`config.mk`:
```
export PLATFORM = sky130hd
export DESIGN_NAME = ibom_seq
export DESIGN_NICKNAME = d
export VERILOG_FILES = /design/src/design/inode_byte_offset_mapper_top_macros.svh /design/src/design/ibom_pkg.sv /design/src/design/ibom_seq.sv
export SDC_FILE = /design/constraint.sdc
export NUM_CORES = 1
export LEC_CHECK = 0
export BUFFER_PORTS_ARGS = -buffer_cell sky130_fd_sc_hd__clkbuf_2
export CAP_MARGIN = 30
export CELL_PAD_IN_SITES_DETAIL_PLACEMENT = 0
export CELL_PAD_IN_SITES_GLOBAL_PLACEMENT = 1
export CORE_MARGIN = 10
export CORE_UTILIZATION = 36
export DETAILED_ROUTE_END_ITERATION = 16
export PLACE_DENSITY = 0.74
export RECOVER_POWER = 25
export SKIP_CTS_REPAIR_TIMING = 1
export SLEW_MARGIN = 20
export SYNTH_ARGS = -nofsm -noshare
export SYNTH_HDL_FRONTEND = slang
export SYNTH_SLANG_ARGS = --single-unit
export TNS_END_PERCENT = 20
```
`constraint.sdc`:
```
create_clock -name clock -period 1.6 [get_ports clock]
set_input_delay 0.16 -clock clock [delete_from_list [all_inputs] [get_ports clock]]
set_output_delay 0.16 -clock clock [all_outputs]
set_load 0.01 [all_outputs]
```
`src/design/inode_byte_offset_mapper_top_macros.svh`:
```
// Assertion helpers for the inode byte offset mapper.
// Each macro expands to a labeled concurrent assertion in simulation
// and to nothing in synthesis.
`ifndef INODE_BYTE_OFFSET_MAPPER_TOP_MACROS_SVH
`define INODE_BYTE_OFFSET_MAPPER_TOP_MACROS_SVH
`ifndef SYNTHESIS
// Same-cycle implication, disabled while reset is high.
`define IBOM_ASSERT_IMPLY(label, clk, rst, pre, post, msg) \
   label: assert property (@(posedge clk) disable iff (rst) (pre) |-> (post)) else $error(msg);
// Next-cycle implication, disabled while reset is high.
`define IBOM_ASSERT_NEXT(label, clk, rst, pre, post, msg) \
   label: assert property (@(posedge clk) disable iff (rst) (pre) |=> (post)) else $error(msg);
`else
`define IBOM_ASSERT_IMPLY(label, clk, rst, pre, post, msg)
`define IBOM_ASSERT_NEXT(label, clk, rst, pre, post, msg)
`endif
`endif

```
`src/design/ibom_pkg.sv`:
```
package ibom_pkg;

   // Default sizes of the block store and the inode table.
   localparam int DEF_DISK_BLOCKS = 1024;
   localparam int DEF_INODE_COUNT = 256;

   // Fixed geometry of the file system.
   localparam int BLOCK_BYTES     = 256;
   localparam int OFFSET_W        = $clog2(BLOCK_BYTES);
   localparam int PTR_W           = 10;
   localparam int SIZE_W          = 21;
   localparam int POS_W           = 21;
   localparam int ADDR_W          = PTR_W + OFFSET_W;
   localparam int INODE_W         = 8;
   localparam int SLOT_W          = 4;
   localparam int WADDR_W         = 16;
   localparam int BNUM_W          = POS_W - OFFSET_W;
   localparam int SLOTS_PER_INODE = 10;
   localparam int SINGLE_SLOT     = 8;
   localparam int DOUBLE_SLOT     = 9;
   localparam int SIZE_SLOT       = 10;
   localparam int DIRECT_COUNT    = 8;
   localparam int SINGLE_LIMIT    = 72;
   localparam int WORDS_PER_BLOCK = 64;
   localparam int WORD_W          = $clog2(WORDS_PER_BLOCK);
   localparam int MAX_FILE_BLOCKS = 4168;
   localparam int MAX_FILE_BYTES  = MAX_FILE_BLOCKS * BLOCK_BYTES;

   // Request codes carried by a transaction.
   typedef enum logic [1:0] {
      REQ_WRITE_SLOT = 2'd0,
      REQ_WRITE_WORD = 2'd1,
      REQ_LOCATE     = 2'd2,
      REQ_NONE       = 2'd3
   } req_code_type;

   // Result status codes.
   typedef enum logic [1:0] {
      STATUS_OK        = 2'd0,
      STATUS_PAST_END  = 2'd1,
      STATUS_TOO_LARGE = 2'd2
   } status_type;

   // Program steps of the sequencer.
   typedef enum logic [2:0] {
      STEP_IDLE      = 3'd0,
      STEP_WR_SLOT   = 3'd1,
      STEP_WR_WORD   = 3'd2,
      STEP_LOC_READ  = 3'd3,
      STEP_LOC_CHECK = 3'd4,
      STEP_LOC_MID   = 3'd5,
      STEP_LOC_LEAF  = 3'd6,
      STEP_RESPOND   = 3'd7
   } step_type;

   // Datapath operations selected by a control word.
   typedef enum logic [2:0] {
      UOP_ACCEPT     = 3'd0,
      UOP_WRITE_SLOT = 3'd1,
      UOP_WRITE_WORD = 3'd2,
      UOP_READ_INODE = 3'd3,
      UOP_CHECK      = 3'd4,
      UOP_READ_LEAF  = 3'd5,
      UOP_TAKE_LEAF  = 3'd6,
      UOP_RESPOND    = 3'd7
   } uop_type;

   // Sequencing of the step counter.
   typedef enum logic [2:0] {
      JUMP_NEXT           = 3'd0,
      JUMP_GOTO           = 3'd1,
      JUMP_DISPATCH       = 3'd2,
      JUMP_IF_DONE        = 3'd3,
      JUMP_UNLESS_BLOCKED = 3'd4
   } jump_type;

   typedef struct packed {
      uop_type  uop;
      jump_type jump;
      step_type target;
   } ucode_type;

   // Control from the sequencer to the datapath.
   typedef struct packed {
      uop_type uop;
      logic    ready;
   } seq_ctrl_type;

   // Conditions from the datapath to the sequencer.
   typedef struct packed {
      logic         accept;
      req_code_type req_code;
      logic         done;
      logic         blocked;
   } dp_flags_type;

   // Microcode table: one control word per step.
   function automatic ucode_type ucode_rom(input step_type step);
      ucode_type word;
      unique case (step)
         STEP_IDLE:      word = '{UOP_ACCEPT,     JUMP_DISPATCH,       STEP_IDLE};
         STEP_WR_SLOT:   word = '{UOP_WRITE_SLOT, JUMP_GOTO,           STEP_RESPOND};
         STEP_WR_WORD:   word = '{UOP_WRITE_WORD, JUMP_GOTO,           STEP_RESPOND};
         STEP_LOC_READ:  word = '{UOP_READ_INODE, JUMP_NEXT,           STEP_IDLE};
         STEP_LOC_CHECK: word = '{UOP_CHECK,      JUMP_IF_DONE,        STEP_RESPOND};
         STEP_LOC_MID:   word = '{UOP_READ_LEAF,  JUMP_IF_DONE,        STEP_RESPOND};
         STEP_LOC_LEAF:  word = '{UOP_TAKE_LEAF,  JUMP_NEXT,           STEP_IDLE};
         STEP_RESPOND:   word = '{UOP_RESPOND,    JUMP_UNLESS_BLOCKED, STEP_IDLE};
         default:        word = '{UOP_ACCEPT,     JUMP_GOTO,           STEP_IDLE};
      endcase
      return word;
   endfunction

   // Entry point of the routine for each request code.
   function automatic step_type dispatch_step(input req_code_type code);
      step_type step;
      unique case (code)
         REQ_WRITE_SLOT: step = STEP_WR_SLOT;
         REQ_WRITE_WORD: step = STEP_WR_WORD;
         REQ_LOCATE:     step = STEP_LOC_READ;
         REQ_NONE:       step = STEP_RESPOND;
         default:        step = STEP_RESPOND;
      endcase
      return step;
   endfunction

endpackage

```
`src/design/ibom_seq.sv`:
```
module ibom_seq (
   input  logic                  clock,
   input  logic                  reset,
   input  ibom_pkg::dp_flags_type flags,
   output ibom_pkg::seq_ctrl_type ctrl
);
   import ibom_pkg::*;

   step_type  step_ff;
   step_type  step_in;
   ucode_type word;
   step_type  step_next;

   // Fetch the control word of the current step.
   always_comb begin
      word      = ucode_rom(step_ff);
      ctrl.uop   = word.uop;
      ctrl.ready = (word.uop == UOP_ACCEPT);
   end

   // Next step: fall through, jump, dispatch or hold.
   always_comb begin
      step_next = step_type'(step_ff + 3'd1);
      unique case (word.jump)
         JUMP_NEXT:           step_in = step_next;
         JUMP_GOTO:           step_in = word.target;
         JUMP_DISPATCH:       step_in = flags.accept ? dispatch_step(flags.req_code) : step_ff;
         JUMP_IF_DONE:        step_in = flags.done ? word.target : step_next;
         JUMP_UNLESS_BLOCKED: step_in = flags.blocked ? step_ff : word.target;
         default:             step_in = STEP_IDLE;
      endcase
   end

   always_ff @(posedge clock) begin
      if (reset) begin
         step_ff <= STEP_IDLE;
      end else begin
         step_ff <= step_in;
      end
   end

endmodule

```
; Word-level counts from Yosys, hierarchy flattened
; Memory sizes are Yosys's and may differ from the RTL's. A register that Yosys moved wholly into a read port is not among the register bits.
; Cells that the tools add are included.
[op_classes]
addsub = 1
eq_ne = 9
n_mux = 7
reduce_logical = 4
[op_table]
columns = operator, count
row1 = 3-bit 2-to-1 mux, 5
row2 = 3-bit one-hot mux with 5 select lines, 1
row3 = 3-bit one-hot mux with 4 select lines, 1
row4 = 3-bit by 2-bit == test with 1-bit output (second input constant), 2
row5 = 3-bit logical NOT, 2
row6 = 2-bit == test (second input constant), 2
row7 = 2-bit != test (second input constant), 2
row8 = 3-bit by 1-bit adder with 3-bit output (second input constant), 1
row9 = 3-bit by 1-bit == test with 1-bit output (second input constant), 1
row10 = 3-bit == test (second input constant), 1
row11 = 2-bit by 1-bit == test with 1-bit output (second input constant), 1
row12 = 2-bit logical NOT, 1
row13 = 2-bit AND reduction, 1
[totals]
regBits = 3
mem_bits_ro = 72
out_inout_bits = 4
word_cells = 23
memories = 1
[memory_table]
columns = memory, words, width, rd, rd_clocked_by_memory_dff, write_ports, line
row1 = (no name shown), 8, 9, 1, 1, 0, ibom_pkg.sv:100  ; unique case (step)

; Logic depth before layout (Yosys ltp)
; Gate-level depths: netlist of run 1.
[depth]
ltp_word = 6
depth_mapped = 6
depth_no_buf = 6

; Worst setup path before layout of run 1
; Ideal clock, no wire load.
[synth_path]
kind = register to register
startpoint = reg word[4] (netlist name)
endpoint = reg word[3] (netlist name)
setup_time_ps = 72
t_arrival_ps = 1391
slack_ps = 137
stages_incl_launch_ff = 6
period_less_slack_ps = 1463
cell_sequence = dfxtp_1 -> or3b_4 -> a21oi_4 -> a22oi_2 -> a31oi_1 -> xor2_1
[synth_between]
elab_chain_len = 5
elab_cells_between_ends = 11
classes_between = eq/ne (6) / mux (3) / reduce/logical (2)
[synth_lines]
columns = element, line
row1 = 3-bit by 2-bit == test with 1-bit output / 3-bit == test (equally long branches), ibom_seq.sv:24  ; unique case (word.jump)
row2 = 2-bit != test (no line), -
row3 = 2-bit AND reduction (no line), -
row4 = 3-bit 2-to-1 mux (no line) * (2 in a row), -
; Mark *: on every way between the ends. The rest lies on a longest branch, timed or not.
; A chain may end at the register's enable or synchronous reset.

; Final worst setup path of run 1
[layout_path]
startpoint = reg word[5] (netlist name)
endpoint = reg word[3] (netlist name)
[layout_between]
elab_chain_len = 5
elab_cells_between_ends = 11
classes_between = eq/ne (6) / mux (3) / reduce/logical (2)
[layout_lines]
columns = element, line
row1 = 3-bit by 2-bit == test with 1-bit output / 3-bit == test (equally long branches), ibom_seq.sv:24
row2 = 2-bit != test (no line), -
row3 = 2-bit AND reduction (no line), -
row4 = 3-bit 2-to-1 mux (no line) * (2 in a row), -
; Marked as above.

==> results.txt, run 1 <==
The flow ran to the end, and the final reports show no timing, DRC or antenna violations. For the length of the first detailed-routing pass in iterations, the log shows 4. The number of hold-slack violations in the final timing report was 0; the cell area power density was 2140 mW/mm2. The synthesized instance count was 49. The clock passes through at most 2 buffers. From synthesis to final layout, the design area changed by 16.3%.

The run gives 0.000797 V as the maximum vdd drop. The first global-routing pass estimated 1650 um of wire. For the critical path data arrival time, the log shows 1.71 ns. Critical path startpoint category: a register. The worst reg2reg path depth was 5; the total via count after detailed routing was 387. After clock tree synthesis, the clock-pin slew on the worst setup and hold paths is 0.06 ns. The storage element area was 180 um2.

The run gives 131 as the number of fillers in the final layout. The most critical setup path has its endpoint at word[3]. The tools report the number of antenna violations at the first check in global routing as 0. The clock reaches the later pin of the worst-skew pair after 0.25 ns.

The repair_antennas step left the layout with diodes totalling 0. For the number of placed I/O pins, the log shows 11. Launching element of the worst setup path: word[5]. Together, buffers and inverters on the worst path number 0.

Routability-driven placement finished with a final weighted congestion of 0.725. TritonCTS built the clock tree. On the critical path the largest part of the delay comes from compound AO/OA/AOI/OAI gates.

The tools report the die outline area as 0.00317 mm2. The source of the worst register-to-register timing path was word[5]. The floorplan step defined a core boundary enclosing 0.00127 mm2. The utilization after layout came out at 43.6%. The leakage power is 0.238 nW, and the largest fanout of any net on the critical path is 7. Slew at the pin closest to its max-slew limit: 0.318 ns. Dividing the final minimum period by the clock period gives 95.5%. The largest individual stage delay along the critical path comes from the cell sky130_fd_sc_hd__or3b_4. The max-slew headroom at the worst pin is 78.7%, and the average wire per cell in the routed design is 12.3 um.

The post-synthesis sequential element count is 9, and the vertical extent of the die is 56.3 um. For the H-tree depth, the log shows 1. Ranked by total cell area, the synthesized netlist is headed by sky130_fd_sc_hd__dfxtp_1 (38%), sky130_fd_sc_hd__nor2_1 (5.5%), sky130_fd_sc_hd__a22oi_2 (5.3%). The logs give 6.42% for the overall global routing resource usage and 1.78 ns for the required time at the worst-slack endpoint. The run gives 931 um as the sum of routed wire length over all layers. Setup repair after global routing could not meet its margin everywhere. The number of buffers created by CTS is 3. The post-detailed-route count of antenna-violating nets is 0. The HPWL after detailed placement was 737 um; the post-route total power was 1.18 mW.

The clock net sink count is 9, and the register-to-register path setup slack is 0.07 ns. Input and output buffers added on the ports amount to 10. Between clock sinks in the finished design, the worst skew comes to 0.00349 ns.

The run gives 37.5% as the starting density of the core. After layout, the minimum clock period comes to 1.53 ns. In this run the horizontal extent of the chip is 56.3 um. Distinct cell type count of the synthesized netlist: 26. The logs give 0 for the max-cap violation count and 8 for the maximum number of pins on one net before global-route repair. Traced cell by cell, the critical path runs through or3b_4, a21oi_4, a22oi_2, a31oi_1, xor2_1. The logs give 0 for the number of max-slew violations in the final report and 57 for the number of nets in the synthesized netlist. The post-route netlist has 34.4% of its cells at a drive strength greater than 1.

The run gives 0 as the number of warning messages in the yosys log. The tools report the worst reg2reg path endpoint as word[3]. The average via count per standard cell came out at 5.09. The count of routing violations after the opening detailed-route iteration is 11.

The synthesized design spends more area on one cell type than any other, namely sky130_fd_sc_hd__dfxtp_1. The tools report the clock tree root buffer cell as sky130_fd_sc_hd__clkbuf_4. The share of the synthesized area in the top cell type works out to 37.9%. In this run the cell area of the synthesized design comes to 475 um2.

For this run, the slowest stage of the critical path takes 0.42 ns. The critical path is of the register to register type. A synthesized cell averages 9.70 um2.

Setup violations remaining at the end of the flow were counted as 0. Sort of element at the end of the critical path: a register. In the routed design, unresolved DRC markers number 0. The final layout net count was 70; the share of synthesized area occupied by flip-flops and latches was 37.9%. The run gives 654 MHz as the achievable clock frequency. For the area of the multi-input gates, the log shows 273 um2. For this run the aggregate overflow at the end of global routing stands at 0. The floorplan has 13 rows. The via count of the first global-routing pass was 378.

Classification of the worst-slack hold path: input port to register. The critical path runs through a total of 5 cells.
[flip-flops by register name, indices dropped and copies added, names as in the netlist]
register  count
word          6
step_ff       3
[cell usage after synthesis, drive strengths merged]
library cell  n
buf           3
dfxtp         9
nor2b         1
nor3b         2
and2b         2
or3b          1
a22oi         2
nor3          1
a211oi        1
a21oi         4
and3b         2
a31oi         2
o21bai        1
ha            1
xor2          1
nor2          8
nand3         1
o22ai         1
a311oi        1
nand3b        1
o21ai         3
or2b          1
[stage by stage]
stage | TNS (ns) | setup WS (ns) | cells | hold WS [ns] | area [um2]
global route | -0.0591 | -0.0233 | 76 | 0.191 | 553
CTS | 0 | 0.0497 | 76 | 0.156 | 556
finish | 0 | 0.0720 | 76 | 0.163 | 553
global placement | 0 | 0.0731 | 72 | 0.427 | 529
floorplan | 0 | 0.137 | 49 | 0.229 | 475
detailed placement | 0 | 0.0618 | 72 | 0.430 | 529
[how the worst min path moves through the flow]
stage                     start    endpoint  slack (ns)  cells after the start
after floorplan           reset  step_ff[2]        0.23                      1
after global placement    reset  step_ff[2]        0.43                      2
after detailed placement  reset  step_ff[2]        0.43                      2
after CTS                 reset  step_ff[2]        0.16                      2
after global routing      reset  step_ff[2]        0.19                      2
final                     reset  step_ff[2]        0.16                      2
[report_power, final]
part / leakage (nW) / internal [mW] / switching (mW)
Sequential: 0.0753 / 0.331 / 0.0914
Clock: 0.0150 / 0.0956 / 0.0712
Combinational: 0.147 / 0.271 / 0.321
Total: 0.238 / 0.698 / 0.484
[final cells by class]
cell class	count	share of cell area, %
clock buffer	4	4.75
timing repair buffer	11	9.95
multi-input combinational	37	49.3
sequential	9	32.6
tap	15	3.39
[cell usage in the layout (no fill, tap or decap), types with 2 or more instances in the layout]
master | Yosys | routed
sky130_fd_sc_hd__clkbuf_2 | 0 | 8
sky130_fd_sc_hd__and3b_1 | 2 | 2
sky130_fd_sc_hd__a22oi_2 | 2 | 2
sky130_fd_sc_hd__a21oi_1 | 3 | 3
sky130_fd_sc_hd__clkbuf_4 | 0 | 3
sky130_fd_sc_hd__o21ai_2 | 2 | 2
sky130_fd_sc_hd__clkbuf_1 | 0 | 3
sky130_fd_sc_hd__nor2_1 | 7 | 7
sky130_fd_sc_hd__and2b_1 | 2 | 2
sky130_fd_sc_hd__dfxtp_1 | 9 | 9
sky130_fd_sc_hd__a31oi_1 | 2 | 2
[logic make-up (layout without fill, tap and decap cells)]
kind of cell	after synthesis	in the layout	share of synthesized area, %
and+or+nand+nor	20	20	27.4
xor gates and xnor gates	1	1	1.84
AOI/OAI and AO/OA	15	15	25.5
buffers and inverters	3	15	4.74
DFF	9	9	37.9
adders and majority gates	1	1	2.63
[worst reg2reg max path, cell delays in order (launching register included)]
cell and delay [ns]:
sky130_fd_sc_hd__dfxtp_1 0.36, sky130_fd_sc_hd__or3b_4 0.42, sky130_fd_sc_hd__a21oi_4 0.19, sky130_fd_sc_hd__a22oi_2 0.12, sky130_fd_sc_hd__a31oi_1 0.21, sky130_fd_sc_hd__xor2_1 0.15
[per-layer routing]
| metal | vias to the layer above | wire (um) | GRT usage, % |
|---|---|---|---|
| li1 | 203 | - | - |
| met1 | 177 | 429 | 6.70 |
| met2 | 7 | 455 | 10.6 |
| met3 | 0 | 46 | 3.60 |
| met4 | 0 | 0 | 2.06 |
| met5 | - | 0 | 0 |
Note: power is estimated with default switching activity, not from simulation.
==> run 2, diff against run 1 <==
Settings changed: CORE_AREA set to 10 10 47 49, CORE_MARGIN 10 to unset, CORE_UTILIZATION 36 to unset, CTS_BUF_LIST set to sky130_fd_sc_hd__clkbuf_8, DIE_AREA set to 0 0 57 59, PLACE_DENSITY 0.74 to 0.73, SKIP_CTS_REPAIR_TIMING 1 to unset.
==> run 2 against run 1 <==
Sequential power is 2% higher. Worst setup slack improved by 0.031 ns. Maximum frequency grew 2.1%. Clock power is 48% higher. Wire length fell by 5.2%. Final cell count rose by 1.3%. Worst hold slack better by 0.041 ns. Largest cell class unchanged. Largest power group unchanged.
==> results.txt, run 2 (synthesized netlist as in run 1, its figures left out) <==
The tools report the smallest hold slack as 0.204 ns (+0.0412 ns). The length of the first detailed-routing pass in iterations was 2 (-2); the quantity of I/O buffers inserted on ports was 10 (unchanged). Worst setup skew after layout: 0.00171 ns (-0.00177 ns). The achievable clock frequency came out at 668 MHz (+2.1%). The remaining design rule violation count is 0 (unchanged), and the post-CTS clock slew at the launch and capture registers of the worst setup and hold paths is 0.04 ns (-0.02 ns).

The slowest stage of the critical path is the sky130_fd_sc_hd__or3b_4 cell. The flip-flop count of the largest register, all copies and words added works out to 6 (unchanged). The longest individual stage delay on the worst path works out to 0.41 ns (about the same). The worst setup path is launched from a register. The tools report the final layout net count as 70 (unchanged). The cell area power density works out to 2190 mW/mm2 (+2.6%). The number of cells in the design after placement was 73 (+1.4%). The clock tree root buffer cell was sky130_fd_sc_hd__clkbuf_8. The post-detailed-route count of antenna-violating nets was 0 (unchanged); the leakage power was 0.251 nW (+5.7%). The number of buffers created by CTS was 3 (unchanged); the count of routing violations after the opening detailed-route iteration was 2 (-9). The logs give 1660 um (+0.42%) for the wire length of the first global-routing pass and 11 (unchanged) for the number of placed I/O pins. The logs give 1 (unchanged) for the H-tree depth and 0.00336 mm2 (+5.9%) for the die outline area.

The starting density of the core was 33.9% (-3.5 points); the number of setup buffers added after CTS was 0. The tools report the number of standard cells in the final layout excluding fillers as 77 (+1.3%). The time the worst path needs with I/O delays and setup was 1.50 ns (-0.0315 ns); the number of hold-slack violations in the final timing report was 0 (unchanged).

For the latest clock arrival within the worst-skew pair, the log shows 0.23 ns (-0.02 ns). In the layout the commonest cells are sky130_fd_sc_hd__clkbuf_2 (8), sky130_fd_sc_hd__dfxtp_1 (8), sky130_fd_sc_hd__nor2_1 (6), sky130_fd_sc_hd__a21oi_1 (3), sky130_fd_sc_hd__clkbuf_8 (3). For this design, the CTS-stage hold fixing added 0 buffers.

Die width: 57 um (+1.2%). The tools report the total grt overflow as 0 (unchanged). Share of post-route cells with drive strength above 1: 39.3% (+4.9 points). The tools report the maximum number of pins on one net before global-route repair as 8 (unchanged). The average via count per standard cell was 4.86 (-4.6%); the ratio of final minimum period to clock period was 93.5% (-2.0 points). The kind of critical path is register to register. The critical path goes through or3b_4, a21oi_4, o21ai_2, a31oi_1, xor2_1.

The count of final setup violators was 0 (unchanged); the max-slew headroom at the worst pin was 79.1% (+0.41 points). The number of rows in the core area was 14 (+1). The maximum vdd drop was 0.00100 V (+25%); the largest fanout of any net on the critical path was 7 (unchanged). The number of max-slew violations in the final report is 0 (unchanged), and the weighted congestion at the end of routability-driven global placement is 0.810 (+12%).

The largest buffer count on any clock path came out at 2 (unchanged). TritonCTS built the clock tree. The vertical extent of the die was 59 um (+4.7%). Relative to the synthesized area, the layout overhead comes to 22.6%.

The run gives 1.66 ns (-0.05 ns) as the critical path data arrival time. The total via count after detailed routing is 374 (-3.4%). The logs give 0 (unchanged) for the number of antenna violations at the first check in global routing and 0 (unchanged) for the count of antenna diodes in the layout.

The sum of routed wire length over all layers was 883 um (-5.2%); the slew at the pin closest to its max-slew limit was 0.312 ns (-0.00606 ns). HPWL after detailed placement: 749 um (+1.5%). The run gives 0.00140 mm2 (+10%) as the core outline area.

The tools report the clock net sink count as 9 (unchanged). The average wire per cell in the routed design was 11.5 um (-6.4%); the required time at the worst-slack endpoint was 1.76 ns (-0.02 ns). The run gives 5.93% (-0.49 points) as the overall global routing resource usage.

The worst setup path is captured at a register. Setup TNS: 0 ns (unchanged). The via count of the first global-routing pass came out at 375 (-0.79%).

The flow ran to the end, and the final reports show no timing, DRC or antenna violations. Setup repair after global routing left no endpoint under its margin. In this run the worst hold path is classified as input port to register. For the max-cap violation count, the log shows 0 (unchanged).
-- run 2: cell count changes in the layout (fill, tap and decap cells not counted), sizes merged --
cell,change
clkbuf,-1
inv,+1
-- run 2: path summary, 6_finish.rpt --
path	from	endpoint	slack (ns)	cells after the start
max	word[5]	word[3]	0.10	5
max reg2reg	word[5]	word[3]	0.10	5
min	reset	step_ff[2]	0.20	2
min reg2reg	step_ff[2]	step_ff[2]	0.52	2
-- run 2: where the power goes --
part / internal (mW) / switching (mW)
logic: 0.281 / 0.320
registers: 0.334 / 0.0956
clock network: 0.166 / 0.0811
-- run 2: area by class of cell --
cell class | count | area, um2
Clock buffer | 3 | 41.3
Clock inverter | 1 | 3.75
Tap cell | 16 | 20.0
Timing Repair Buffer | 11 | 55.1
Multi-Input combinational cell | 37 | 282
Sequential cell | 9 | 181
Fill cell | 139 | 818
-- run 2: routing by layer --
metal | wire length, um | global-route usage, % | share of wire [%]
met1 | 418 | 7.15 | 47
met2 | 423 | 8.99 | 48
met3 | 40 | 3.43 | 4.5
met4 | 0 | 1.01 | 0
met5 | 0 | 0 | 0
-- run 2: through the flow --
stage                     instance area [um2]  utilization [%]  setup slack, ns  total power [mW]
after global placement                    531             37.9           0.0612              1.03
final                                     583             41.6            0.104              1.28
after CTS                                 576             41.1           0.0875              1.28
after global routing                      583             41.6          0.00132              1.40
after floorplan                           475                -            0.137             0.896
after detailed placement                  531             37.9           0.0960              1.02
-- run 2: critical path: cells and delay by family (launching register included) --
kind / cells / cell delay [ns]
AOI/OAI and AO/OA: 3 / 0.52
DFF: 1 / 0.35
and+or+nand+nor: 1 / 0.41
xor gates and xnor gates: 1 / 0.15
-- run 2: what timing repair did --
item | 4_1_cts | 5_1_grt
setup endpoints to repair | 0 | 3
endpoints found under the hold margin | 0 | 0
resized for setup | 0 | 3
==> run 3, diff against run 2 <==
Settings changed: BUFFER_PORTS_ARGS -buffer_cell sky130_fd_sc_hd__clkbuf_2 to unset, DONT_BUFFER_PORTS set to 1, PLACE_DENSITY 0.73 to 0.64, RECOVER_POWER 25 to unset.
==> run 3 against run 2 <==
Combinational power is 9.8% lower. Non-clock buffer count is 8 lower. Largest power group unchanged. Sequential share of layout area is 2.1 points higher. Critical path depth is 1 higher. Cell area is 6.9% lower. Wire length is 6.3% higher. Clock power is 3% higher. Clock-buffer cell count stayed put. Total power is 3.4% lower. Core utilization is 2.9 points lower. Maximum frequency is 1.1% higher. Global-route usage is 0.27 points higher.
==> results.txt, run 3 (synthesized netlist as in run 1, its figures left out) <==
The endpoint identified for the worst register-to-register timing path is word[3]. The flip-flop count of the largest register, all copies and words added was 6 (unchanged). The tools report the number of placed I/O pins as 11 (unchanged).

The hold path startpoint was reset. The tree is rooted in a sky130_fd_sc_hd__clkbuf_8. The vertical extent of the die is 59 um (unchanged), and the remaining design rule violation count is 0 (unchanged).

The number of max-slew violations in the final report is 0 (unchanged). The max-cap violation count came out at 0 (unchanged). The ratio of final minimum period to clock period came out at 92.6% (-0.98 points). The library cell used most frequently in the layout, excluding fill and tap cells, is sky130_fd_sc_hd__dfxtp_1. The utilization after layout came out at 38.8% (-2.9 points).

For the number of fillers in the final layout, the log shows 148 (+6.5%). The clock net sink count is 9 (unchanged), and the time the worst path needs with I/O delays and setup is 1.48 ns (-0.0156 ns). The longest individual stage delay on the worst path is 0.31 ns (-0.10 ns).

The clock group share of total power is 20.6% (+1.2 points). The logs give 762 um (+1.7%) for the HPWL after detailed placement and 0 (unchanged) for the number of antenna violations at the first check in global routing. The die outline area is 0.00336 mm2 (unchanged), and the overall global routing resource usage is 6.20% (+0.27 points). The average wire per cell in the routed design was 13.6 um (+19%); the length of the first detailed-routing pass in iterations was 3 (+1). The cell depth of the worst hold path was 1 (-1); the die width was 57 um (unchanged). The logs give 0.00445 ns (+0.00273 ns) for the worst setup skew after layout and 0.223 nW (-11%) for the leakage power. The switching share of power was 39.2% (+0.33 points); the number of buffers and inverters on the critical path was 1 (+1). The run finished with clean final reports. The tools report the register-to-register path setup slack as 0.12 ns (+0.02 ns).

The setup TNS is 0 ns (unchanged), and the cell internal power dissipation is 751 uW (-3.9%). The run gives 2 (unchanged) as the largest buffer count on any clock path. The total via count after detailed routing is 362 (-3.2%). The share of post-route cells with drive strength above 1 is 26.4% (-13 points). The tools report the via count of the first global-routing pass as 362 (-3.5%). Slowest stage cell on the critical path: sky130_fd_sc_hd__dfxtp_1.

The number of rows in the core area is 14 (unchanged). The source of the worst register-to-register timing path was word[4]. Signed area change from the synthesized netlist to the final layout: 14.2%. The logic gate share of total power is 44.0% (-3.1 points), and the achievable clock frequency is 675 MHz (+1.1%). The worst setup path is captured at a register. The top cell types in the final layout, fill and taps aside, are sky130_fd_sc_hd__dfxtp_1 (9), sky130_fd_sc_hd__nor2_1 (7), sky130_fd_sc_hd__a21oi_1 (3), sky130_fd_sc_hd__clkbuf_8 (3). The H-tree depth is 1 (unchanged).

The number of buffers created by CTS was 3 (unchanged). Core outline area: 0.00140 mm2 (unchanged). For the sum of routed wire length over all layers, the log shows 939 um (+6.3%).

Setup repair after global routing left no endpoint under its margin. The starting density of the core came out at 33.9% (unchanged). The final critical-path setup slack is 0.119 ns (+0.0156 ns), and the count of routing violations after the opening detailed-route iteration is 5 (+3).

In this run the worst hold path is classified as input port to register. For the switching power of the nets, the log shows 484 uW (-2.6%). The quantity of I/O buffers inserted on ports is 0 (-10), and the worst reg2reg path depth is 6 (+1).

For the total grt overflow, the log shows 0 (unchanged). The weighted congestion at the end of routability-driven global placement was 0.695 (-14%); the final layout net count was 62 (-11%). The post-CTS clock slew at the launch and capture registers of the worst setup and hold paths came out at 0.04 ns (about the same). For the share of power burned in registers, the log shows 35.4% (+1.8 points).

The number of cells in the design after placement was 64 (-12%); the max-slew headroom at the worst pin was 75.3% (-3.8 points). Largest fanout of any net on the critical path: 8 (+1). Walking the worst path, the cells encountered are buf_4, nor2b_2, a211oi_1, o21ai_2, a31oi_1, xor2_1. The number of hold-slack violations in the final timing report is 0 (unchanged).

The latest clock arrival within the worst-skew pair came out at 0.23 ns (about the same). TritonCTS built the clock tree. The tools report the critical path data arrival time as 1.64 ns (-0.02 ns). Count of antenna diodes in the layout: 0 (unchanged). The post-detailed-route count of antenna-violating nets came out at 0 (unchanged). The slew at the pin closest to its max-slew limit is 0.368 ns (+0.0556 ns), and the wire length of the first global-routing pass is 1620 um (-2.1%). For the maximum vdd drop, the log shows 0.000681 V (-32%). The path with the worst hold slack has its endpoint at word[7]. The logs give 0 (unchanged) for the count of final setup violators and 9 (+1) for the maximum number of pins on one net before global-route repair. The tools report the critical path startpoint category as a register. The kind of critical path was register to register. For the post-route total power, the log shows 1.23 mW (-3.4%). The post-placement setup slack is 0.144 ns (+0.0483 ns), and the average via count per standard cell is 5.25 (+8.0%).

On the critical path the largest part of the delay comes from compound AO/OA/AOI/OAI gates. The cell area power density was 2270 mW/mm2 (+3.7%); the required time at the worst-slack endpoint was 1.76 ns (about the same). For the number of standard cells in the final layout excluding fillers, the log shows 69 (-10%).
-- run 3: timing repair --
action                                  in CTS  in global routing
endpoints found under the hold margin        3                  0
endpoints found under the setup margin       0                  0
gates resized for setup                      0                  0
hold buffers                                 1                  0
buffers inserted                             0                  0
-- run 3: area by class of cell --
type	count	area, um2	share of cell area [%]
Sequential cell	9	180	33.2
Multi-Input combinational cell	37	273	50.2
Timing Repair Buffer	3	25.0	4.61
Tap cell	16	20.0	3.69
Clock inverter	1	3.75	0.691
Clock buffer	3	41.3	7.60
-- run 3: through the flow --
| step | hold slack, ns | cell area, um2 |
|---|---|---|
| detailed placement | 0.233 | 488 |
| floorplan | 0.229 | 475 |
| finish | 0.0102 | 543 |
| global route | 0.00815 | 543 |
| global placement | 0.237 | 488 |
| CTS | 0.00680 | 543 |
-- run 3: power by group through the flow --
stage	Combinational (mW)	Sequential (mW)	Clock, mW
after CTS	0.548	0.441	0.261
after global routing	0.608	0.457	0.274
after detailed placement	0.541	0.444	0
after floorplan	0.479	0.418	0
final	0.543	0.437	0.254
after global placement	0.555	0.444	0
-- run 3: how the worst max path moves through the flow --
stage / startpoint / endpoint / slack, ns / cells past startpoint
floorplan: word[4] / word[3] / 0.14 / 5
global placement: word[4] / word[5] / 0.11 / 6
detailed placement: word[4] / word[3] / 0.14 / 5
CTS: word[4] / word[3] / 0.12 / 6
global route: word[4] / word[3] / 0.02 / 6
finish: word[4] / word[3] / 0.12 / 6
-- run 3: metal layers --
metal	track usage (%)	share of wire, %	vias up
met2	10.1	48	9
met4	4.03	2.0	0
met1	6.10	41	165
li1	-	-	185
met5	0	0	-
met3	3.22	8.3	3
-- run 3: worst reg2reg max path: cells and delay by family, from the launching register on --
kind	cells	cell delay, ns
AOI/OAI and AO/OA	3	0.64
DFF	1	0.31
and+or+nand+nor	1	0.16
buffers and inverters	1	0.15
xor gates and xnor gates	1	0.15
